### src/design/mcr_pkg.sv
// Shared types, constants and register codes for the midpoint circle rasterizer.
`default_nettype none
package mcr_pkg;

  localparam int SCREEN_WIDTH  = 320;
  localparam int SCREEN_HEIGHT = 200;

  localparam int ADDR_W  = 20;
  localparam int COLOR_W = 5;
  localparam int DEC_W   = 11;
  localparam int CX_W    = 9;
  localparam int CY_W    = 8;
  localparam int OFS_W   = 8;
  // coordinates after adding or subtracting an offset, two's complement
  localparam int COORD_W = 12;

  // register indexes on the configuration port
  localparam logic [2:0] REG_FRAME_BASE  = 3'd0;
  localparam logic [2:0] REG_CENTER_X    = 3'd1;
  localparam logic [2:0] REG_CENTER_Y    = 3'd2;
  localparam logic [2:0] REG_RADIUS      = 3'd3;
  localparam logic [2:0] REG_START_COLOR = 3'd4;

  localparam logic [ADDR_W-1:0]  FRAME_BASE_RST  = 20'hA0000;
  localparam logic [CX_W-1:0]    CENTER_X_RST    = 9'd160;
  localparam logic [CY_W-1:0]    CENTER_Y_RST    = 8'd100;
  localparam logic [OFS_W-1:0]   RADIUS_RST      = 8'd50;
  localparam logic [COLOR_W-1:0] START_COLOR_RST = 5'd15;

  typedef struct packed {
    logic [ADDR_W-1:0]  frame_base;
    logic [CX_W-1:0]    center_x;
    logic [CY_W-1:0]    center_y;
    logic [OFS_W-1:0]   radius;
    logic [COLOR_W-1:0] start_color;
  } cfg_t;

  // one classified step handed from front to back
  typedef struct packed {
    logic               done;
    logic [OFS_W-1:0]   x;
    logic [OFS_W-1:0]   y;
    logic [COLOR_W-1:0] color;
  } job_t;

  typedef struct packed {
    logic full;
    logic empty;
  } q_status_t;

endpackage
`default_nettype wire

### src/design/mcr_front.sv
// Step front end: holds the circle state, classifies each step and issues a job.
`default_nettype none
module mcr_front (
  input  wire logic          clk,
  input  wire logic          rst_n,
  input  wire mcr_pkg::cfg_t cfg,
  input  wire logic          accept,
  input  wire logic          restart,
  output mcr_pkg::job_t      job
);
  import mcr_pkg::*;

  logic [OFS_W-1:0]   x_r, x_nxt;
  logic [OFS_W-1:0]   y_r, y_nxt;
  logic [DEC_W-1:0]   dec_r, dec_nxt;
  logic [COLOR_W-1:0] color_r, color_nxt;

  logic [OFS_W-1:0]   xs, ys;
  logic [DEC_W-1:0]   ds;
  logic [COLOR_W-1:0] cs, cn;
  logic               fin;
  logic [DEC_W-1:0]   x_ext, y_ext;

  always_comb begin
    if (restart) begin
      xs = '0;
      ys = cfg.radius;
      ds = DEC_W'(1) - DEC_W'(cfg.radius);
      cs = cfg.start_color;
    end else begin
      xs = x_r;
      ys = y_r;
      ds = dec_r;
      cs = color_r;
    end
    fin   = (xs >= ys);
    cn    = {1'b0, cs[3:0]} + COLOR_W'(1);
    x_ext = DEC_W'(xs);
    y_ext = DEC_W'(ys);

    x_nxt     = xs;
    y_nxt     = ys;
    dec_nxt   = ds;
    color_nxt = cs;
    if (!fin) begin
      color_nxt = cn;
      x_nxt     = xs + OFS_W'(1);
      if (ds[DEC_W-1]) begin
        dec_nxt = ds + (x_ext << 1) + DEC_W'(3);
      end else begin
        dec_nxt = ds + ((x_ext - y_ext) << 1) + DEC_W'(5);
        y_nxt   = ys - OFS_W'(1);
      end
    end

    job.done  = fin;
    job.x     = xs;
    job.y     = ys;
    job.color = cn;
  end

  always_ff @(posedge clk) begin
    if (!rst_n) begin
      x_r     <= '0;
      y_r     <= RADIUS_RST;
      dec_r   <= DEC_W'(1) - DEC_W'(RADIUS_RST);
      color_r <= START_COLOR_RST;
    end else if (accept) begin
      x_r     <= x_nxt;
      y_r     <= y_nxt;
      dec_r   <= dec_nxt;
      color_r <= color_nxt;
    end
  end

endmodule
`default_nettype wire

### src/design/mcr_queue.sv
// Two-entry job queue between the front end and the pixel back end.
`default_nettype none
module mcr_queue (
  input  wire logic          clk,
  input  wire logic          rst_n,
  input  wire logic          push,
  input  wire mcr_pkg::job_t push_data,
  input  wire logic          pop,
  output mcr_pkg::job_t      pop_data,
  output mcr_pkg::q_status_t status
);
  import mcr_pkg::*;

  job_t       entries_r [2];
  logic       wr_ptr_r, rd_ptr_r;
  logic [1:0] count_r, count_nxt;

  assign pop_data     = entries_r[rd_ptr_r];
  assign status.full  = (count_r == 2'd2);
  assign status.empty = (count_r == 2'd0);

  always_comb begin
    count_nxt = count_r;
    if (push && !pop) begin
      count_nxt = count_r + 2'd1;
    end else if (pop && !push) begin
      count_nxt = count_r - 2'd1;
    end
  end

  always_ff @(posedge clk) begin
    if (!rst_n) begin
      wr_ptr_r <= 1'b0;
      rd_ptr_r <= 1'b0;
      count_r  <= '0;
    end else begin
      if (push) wr_ptr_r <= ~wr_ptr_r;
      if (pop)  rd_ptr_r <= ~rd_ptr_r;
      count_r <= count_nxt;
    end
  end

  always_ff @(posedge clk) begin
    if (push) entries_r[wr_ptr_r] <= push_data;
  end

endmodule
`default_nettype wire

### src/design/mcr_back.sv
// Back end: walks a job's eight symmetric points, or one done result, into the output.
`default_nettype none
module mcr_back (
  input  wire logic                         clk,
  input  wire logic                         rst_n,
  input  wire mcr_pkg::cfg_t                cfg,
  input  wire logic                         q_valid,
  input  wire mcr_pkg::job_t                q_data,
  output logic                              q_pop,
  output logic                              out_valid,
  input  wire logic                         out_stall,
  output logic [mcr_pkg::ADDR_W-1:0]        out_pixel_addr,
  output logic [mcr_pkg::COLOR_W-1:0]       out_pixel_color,
  output logic                              out_off_screen,
  output logic                              out_last,
  output logic                              out_done_res
);
  import mcr_pkg::*;

  localparam logic signed [COORD_W-1:0] WIDTH_S  = COORD_W'(SCREEN_WIDTH);
  localparam logic signed [COORD_W-1:0] HEIGHT_S = COORD_W'(SCREEN_HEIGHT);

  job_t       cur_r;
  logic       busy_r;
  logic [2:0] pt_r;

  logic                      load_ok, adv, last_pt;
  logic [COORD_W-1:0]        cx_e, cy_e, a_e, b_e;
  logic signed [COORD_W-1:0] px, py;
  logic [ADDR_W-1:0]         py_ext, row_off, addr;
  logic                      off;

  assign load_ok = !out_valid || !out_stall;
  assign adv     = busy_r && load_ok;
  assign last_pt = cur_r.done || (pt_r == 3'd7);
  assign q_pop   = q_valid && (!busy_r || (adv && last_pt));

  // points 0-3 use (x,y), points 4-7 swap them; bit 1 negates px, bit 0 negates py
  always_comb begin
    cx_e = COORD_W'(cfg.center_x);
    cy_e = COORD_W'(cfg.center_y);
    a_e  = pt_r[2] ? COORD_W'(cur_r.y) : COORD_W'(cur_r.x);
    b_e  = pt_r[2] ? COORD_W'(cur_r.x) : COORD_W'(cur_r.y);
    px   = pt_r[1] ? cx_e - a_e : cx_e + a_e;
    py   = pt_r[0] ? cy_e - b_e : cy_e + b_e;
    py_ext  = {{(ADDR_W-COORD_W){py[COORD_W-1]}}, py};
    row_off = ADDR_W'(py_ext * ADDR_W'(SCREEN_WIDTH));
    addr    = cfg.frame_base + {{(ADDR_W-COORD_W){px[COORD_W-1]}}, px} + row_off;
    off     = (px < 0) || (px >= WIDTH_S) || (py < 0) || (py >= HEIGHT_S);
  end

  always_ff @(posedge clk) begin
    if (!rst_n) begin
      busy_r    <= 1'b0;
      pt_r      <= '0;
      out_valid <= 1'b0;
    end else begin
      if (q_pop) begin
        busy_r <= 1'b1;
        pt_r   <= '0;
      end else if (adv && last_pt) begin
        busy_r <= 1'b0;
      end else if (adv) begin
        pt_r <= pt_r + 3'd1;
      end
      if (load_ok) out_valid <= busy_r;
    end
  end

  always_ff @(posedge clk) begin
    if (q_pop) cur_r <= q_data;
    if (adv) begin
      if (cur_r.done) begin
        out_pixel_addr  <= '0;
        out_pixel_color <= '0;
        out_off_screen  <= 1'b0;
        out_last        <= 1'b1;
        out_done_res    <= 1'b1;
      end else begin
        out_pixel_addr  <= addr;
        out_pixel_color <= cur_r.color;
        out_off_screen  <= off;
        out_last        <= (pt_r == 3'd7);
        out_done_res    <= 1'b0;
      end
    end
  end

endmodule
`default_nettype wire

### src/design/midpoint_circle_rasterizer.sv
// Top level of the midpoint circle rasterizer: config registers, front end, queue, back end.
//
//   channel | direction | handshake                  | payload
//   in      | input     | in_valid / in_stall        | in_restart
//   out     | output    | out_valid / out_stall      | pixel_addr, pixel_color, off_screen,
//           |           |                            | last, done_res
//   cfg     | input     | psel/penable/pwrite/pready | paddr, pwdata, prdata
//
// A step is classified combinationally in the front end and is queued (two entries).
// Unless out_stall holds it, the back end drives one result per cycle: eight for a drawing
// step, one when done, so a drawing step occupies the single output port for eight results.
// Synchronous active-low reset restores the circle state and register defaults.
// in_stall rises only while the job queue is full; out_stall holds the output register.
`default_nettype none
module midpoint_circle_rasterizer (
  input  wire logic                           clk,
  input  wire logic                           rst_n,
  input  wire logic                           in_valid,
  output logic                                in_stall,
  input  wire logic                           in_restart,
  output logic                                out_valid,
  input  wire logic                           out_stall,
  output logic [mcr_pkg::ADDR_W-1:0]          out_pixel_addr,
  output logic [mcr_pkg::COLOR_W-1:0]         out_pixel_color,
  output logic                                out_off_screen,
  output logic                                out_last,
  output logic                                out_done_res,
  input  wire logic                           psel,
  input  wire logic                           penable,
  input  wire logic                           pwrite,
  input  wire logic [4:0]                     paddr,
  input  wire logic [31:0]                    pwdata,
  output logic [31:0]                         prdata,
  output logic                                pready
);
  import mcr_pkg::*;

  cfg_t      cfg_r;
  job_t      front_job, q_data;
  q_status_t q_stat;
  logic      in_accept, q_pop, wr_en;
  logic [2:0] reg_idx;

  assign pready    = 1'b1;
  assign wr_en     = psel && penable && pwrite && pready;
  assign reg_idx   = paddr[4:2];
  assign in_stall  = q_stat.full;
  assign in_accept = in_valid && !in_stall;

  always_ff @(posedge clk) begin
    if (!rst_n) begin
      cfg_r.frame_base  <= FRAME_BASE_RST;
      cfg_r.center_x    <= CENTER_X_RST;
      cfg_r.center_y    <= CENTER_Y_RST;
      cfg_r.radius      <= RADIUS_RST;
      cfg_r.start_color <= START_COLOR_RST;
    end else if (wr_en) begin
      unique case (reg_idx)
        REG_FRAME_BASE:  cfg_r.frame_base  <= pwdata[ADDR_W-1:0];
        REG_CENTER_X:    cfg_r.center_x    <= pwdata[CX_W-1:0];
        REG_CENTER_Y:    cfg_r.center_y    <= pwdata[CY_W-1:0];
        REG_RADIUS:      cfg_r.radius      <= pwdata[OFS_W-1:0];
        REG_START_COLOR: cfg_r.start_color <= pwdata[COLOR_W-1:0];
        default: ;
      endcase
    end
  end

  always_comb begin
    unique case (reg_idx)
      REG_FRAME_BASE:  prdata = 32'(cfg_r.frame_base);
      REG_CENTER_X:    prdata = 32'(cfg_r.center_x);
      REG_CENTER_Y:    prdata = 32'(cfg_r.center_y);
      REG_RADIUS:      prdata = 32'(cfg_r.radius);
      REG_START_COLOR: prdata = 32'(cfg_r.start_color);
      default:         prdata = '0;
    endcase
  end

  mcr_front u_front (
    .clk     (clk),
    .rst_n   (rst_n),
    .cfg     (cfg_r),
    .accept  (in_accept),
    .restart (in_restart),
    .job     (front_job)
  );

  mcr_queue u_queue (
    .clk       (clk),
    .rst_n     (rst_n),
    .push      (in_accept),
    .push_data (front_job),
    .pop       (q_pop),
    .pop_data  (q_data),
    .status    (q_stat)
  );

  mcr_back u_back (
    .clk             (clk),
    .rst_n           (rst_n),
    .cfg             (cfg_r),
    .q_valid         (!q_stat.empty),
    .q_data          (q_data),
    .q_pop           (q_pop),
    .out_valid       (out_valid),
    .out_stall       (out_stall),
    .out_pixel_addr  (out_pixel_addr),
    .out_pixel_color (out_pixel_color),
    .out_off_screen  (out_off_screen),
    .out_last        (out_last),
    .out_done_res    (out_done_res)
  );

  a_done_is_last: assert property (@(posedge clk) disable iff (!rst_n)
    out_valid && out_done_res |-> out_last && !out_off_screen)
    else $error("done result without last");

  a_pixel_color: assert property (@(posedge clk) disable iff (!rst_n)
    out_valid && !out_done_res |-> out_pixel_color != 5'd0 && out_pixel_color <= 5'd16)
    else $error("pixel color out of range");

  a_queue_state: assert property (@(posedge clk) disable iff (!rst_n)
    !(q_stat.full && q_stat.empty))
    else $error("queue full and empty");

  a_no_pop_empty: assert property (@(posedge clk) disable iff (!rst_n)
    q_pop |-> !q_stat.empty)
    else $error("pop from empty queue");

endmodule
`default_nettype wire
### config.mk
export PLATFORM = sky130hd
export DESIGN_NAME = midpoint_circle_rasterizer
export DESIGN_NICKNAME = d
export VERILOG_FILES = /design/src/design/mcr_pkg.sv /design/src/design/mcr_front.sv /design/src/design/mcr_queue.sv /design/src/design/mcr_back.sv /design/src/design/midpoint_circle_rasterizer.sv
export SDC_FILE = /design/constraint.sdc
export NUM_CORES = 1
export LEC_CHECK = 0
export ABC_AREA = 1
export BUFFER_PORTS_ARGS = -buffer_cell sky130_fd_sc_hd__buf_2
export CORE_ASPECT_RATIO = 1.75
export CORE_UTILIZATION = 40
export CTS_BUF_LIST = sky130_fd_sc_hd__clkbuf_4 sky130_fd_sc_hd__clkbuf_8 sky130_fd_sc_hd__clkbuf_16
export CTS_CLUSTER_SIZE = 40
export DETAILED_ROUTE_END_ITERATION = 8
export GPL_ROUTABILITY_DRIVEN = 0
export PLACE_DENSITY = 0.66
export SLEW_MARGIN = 25
export SYNTH_ARGS = -nofsm -noshare
export SYNTH_HDL_FRONTEND = slang
export SYNTH_SLANG_ARGS = --single-unit
### constraint.sdc
create_clock -name clk -period 6.1 [get_ports clk]
set_input_delay 0.915 -clock clk [delete_from_list [all_inputs] [get_ports clk]]
set_output_delay 0.915 -clock clk [all_outputs]
set_load 0.02 [all_outputs]
==> flow_metrics.tcl <==
set metrics [dict create \
    synth_top_cell_by_area "edfxtp_1" \
    cellPowerDensity_mw_per_mm2 521 \
    hold_viol_final 0 \
    syn_area_mm2 0.0133 \
    vias_per_cell 5.24 \
    dr.pass1.iters 7 \
    finClkSkew_ns 0.0170 \
    syn_inst 1784 \
    cts_root_buf "clkbuf_16" \
    vias 11900 \
    initial_core_util 0.405 \
    worst_slew_pin_slew_ns 0.963 \
    synth_edf_count 94 \
    async_flop_share 0 \
    crit_fanout 21 \
    coreArea_mm2 0.0329 \
    seq_area_frac_synth 0.347 \
    port_buffers 80 \
    clkLatencyLatePin_ns 0.46 \
    wl_per_cell_um 16.0 \
    cts.path.max_buffers 2 \
    cts-htree-levels 4 \
    drive_above_1_share 0.0987 \
    synth.distinct_cells 51 \
    postRouteWirelength_um 36300 \
    yosysMostFrequentCell "nand2_1" \
    cp_common_cell "nand2_1" \
    fin_crit_ns 5.70 \
    overflow 0 \
    max_cap_viol_count 0 \
    dpl.cell_count 2236 \
    cts_resized 0 \
    ys.warnings.count 0 \
    drtIter0Drc 739 \
    netSwitchingFraction 0.492 \
    synthTopCellsByArea "edfxtp_1 21%, dfxtp_1 14%, nand2_1 12%, ha_1 12%, inv_1 7.2%" \
    max_slew_margin 0.357 \
    grt_max_degree 56 \
    pwr-share-comb 0.612 \
    cts.sinks 184 \
    drc 0 \
    critPathRequiredTime_ns 6.31 \
    cts_setup_buffers 0 \
    ios 108 \
    fin_crit_sh 0.935 \
    crit_path_end_kind "register" \
    avgSynthCellArea_um2 7.47 \
    clk_pin_slew_ns 0.08 \
    power_switching_mw 3.78 \
    ys_ff_latch 184 \
    max_stage_delay_ns 0.48 \
    hold_buffers 0 \
    cp_slowest_cell "fa_1" \
    hp-class "reg2reg" \
    hold_ws_ns 0.468 \
    crit_buf_inv 4 \
    outcome "complete, no violations" \
    start_kind "register" \
    die_w_um 140 \
    area_growth_pct 10.6 \
    grt_pass1_vias 11700 \
    grt_pass1_wl_um 57600 \
    cts_tree "built" \
    fin_setup_tns_ns 0 \
    ant_nets 0 \
    cts_buffers 17 \
    synth_common_cells "428 x nand2_1, 257 x inv_1, 152 x a21oi_1" \
    synth_ff_type "edfxtp_1" \
    p_seq_frac 0.238 \
    clock.fmax_ghz 0.175 \
    grt_usage 0.219 \
    post-route-util 0.448 \
    crit_type "reg2reg" \
    rsz0062_at_grt "false" \
    dp_hpwl_um 28900 \
    num-nets-final 2046 \
    vdd_ir_drop_max_v 0.000268 \
    antenna_found_initial 2 \
    pwr-share-clk 0.150 \
    maxSlewViolCount 0 \
    arrival_ns 5.91 \
    fp-row-count 88 \
    yosysTopAreaCellShare 0.212 \
    dieArea_mm2 0.0341 \
    setup_violations 0 \
    die_y_um 243 \
    total_leakage_power_nw 7.22 \
    cp_top_family "adder cells" \
    finalNonFillerCells 2270 \
    power.internal_mw 3.90 \
]
registers in the layout, summed over array words and instances, names as in the netlist:
name,cells
u_queue.wr_ptr_r,1
u_back.cur_r,22
u_queue.rd_ptr_r,1
u_front.dec_r,11
u_back.out_pixel_color,5
cfg_r,50
u_queue.entries_r,44
u_back.out_last,1
u_queue.count_r,2
u_front.y_r,8
u_back.busy_r,1
u_back.out_pixel_addr,20
u_front.x_r,8
u_back.out_off_screen,1
u_back.out_valid,1
u_back.pt_r,3
u_front.color_r,4
u_back.out_done_res,1
placed cells by master, fill, tap and decap left out, types with 13 or more instances in the layout:
| cell | n |
|---|---|
| inv_1 | 257 |
| a21oi_1 | 149 |
| xor2_1 | 28 |
| edfxtp_1 | 94 |
| nor3_1 | 13 |
| dfxtp_1 | 90 |
| nand2_1 | 428 |
| nor2_1 | 142 |
| fa_1 | 22 |
| buf_2 | 79 |
| o21bai_1 | 13 |
| nand3_1 | 93 |
| ha_1 | 128 |
| nand4_1 | 14 |
| conb_1 | 13 |
| clkbuf_16 | 17 |
| o21ai_0 | 136 |
cell type report:
class                           instances  area, um^2
Tap cell                              405         507
Inverter                              275        1030
Clock inverter                         14         176
Clock buffer                           18         433
Timing Repair Buffer                   93         533
Multi-Input combinational cell       1280        7430
Sequential cell                       184        4620
Fill cell                            3291       18200
Antenna cell                            1        2.50
cell families after synthesis:
group           after synthesis  share of synthesized area
compound gates              353                      0.145
xor+xnor                     35                     0.0230
fa+ha+maj                   150                      0.153
buf+inv                     331                      0.101
flops                       184                      0.347
other cells                   2                   0.000563
simple gates                729                      0.230
path summary, 6_finish.rpt:
kind | start | end | slack [ns] | cells past startpoint
hold / removal | u_front.dec_r[3] | u_front.dec_r[3] | 0.47 | 2
setup reg to reg | u_back.pt_r[2] | u_back.out_pixel_addr[19] | 0.40 | 32
hold reg to reg | u_front.dec_r[3] | u_front.dec_r[3] | 0.47 | 2
setup / recovery | u_back.pt_r[2] | u_back.out_pixel_addr[19] | 0.40 | 32
power groups by stage:
stage | sequential (mW) | combinational [mW] | clock [mW]
final | 1.83 | 4.70 | 1.15
after global routing | 1.86 | 5.32 | 1.20
after CTS | 1.83 | 4.63 | 1.16
after detailed placement | 1.86 | 4.60 | 0
after global placement | 1.85 | 4.50 | 0
after floorplan | 1.92 | 3.39 | 0
metal layers:
layer	routed length [um]	up-vias	share of wire	track usage
li1	-	5952	-	-
met1	12400	5483	0.34	0.198
met2	19400	329	0.53	0.423
met3	1600	136	0.044	0.0358
met4	2840	2	0.078	0.174
met5	11	-	0.00030	0
through the flow:
stage	power, mW	cell area (um^2)	worst slack, ns
detailed placement	6.46	14100	0.251
global placement	6.36	14100	0.282
CTS	7.62	14700	0.221
finish	7.68	14700	0.398
floorplan	5.31	13400	1.02
global route	8.39	14700	0.0218
worst min-delay path, stage by stage, from the launching register on:
cell and delay, ns:
dfxtp_1 0.33, a21oi_1 0.06, nand2_1 0.05
Power figures use the tool's default switching activity.
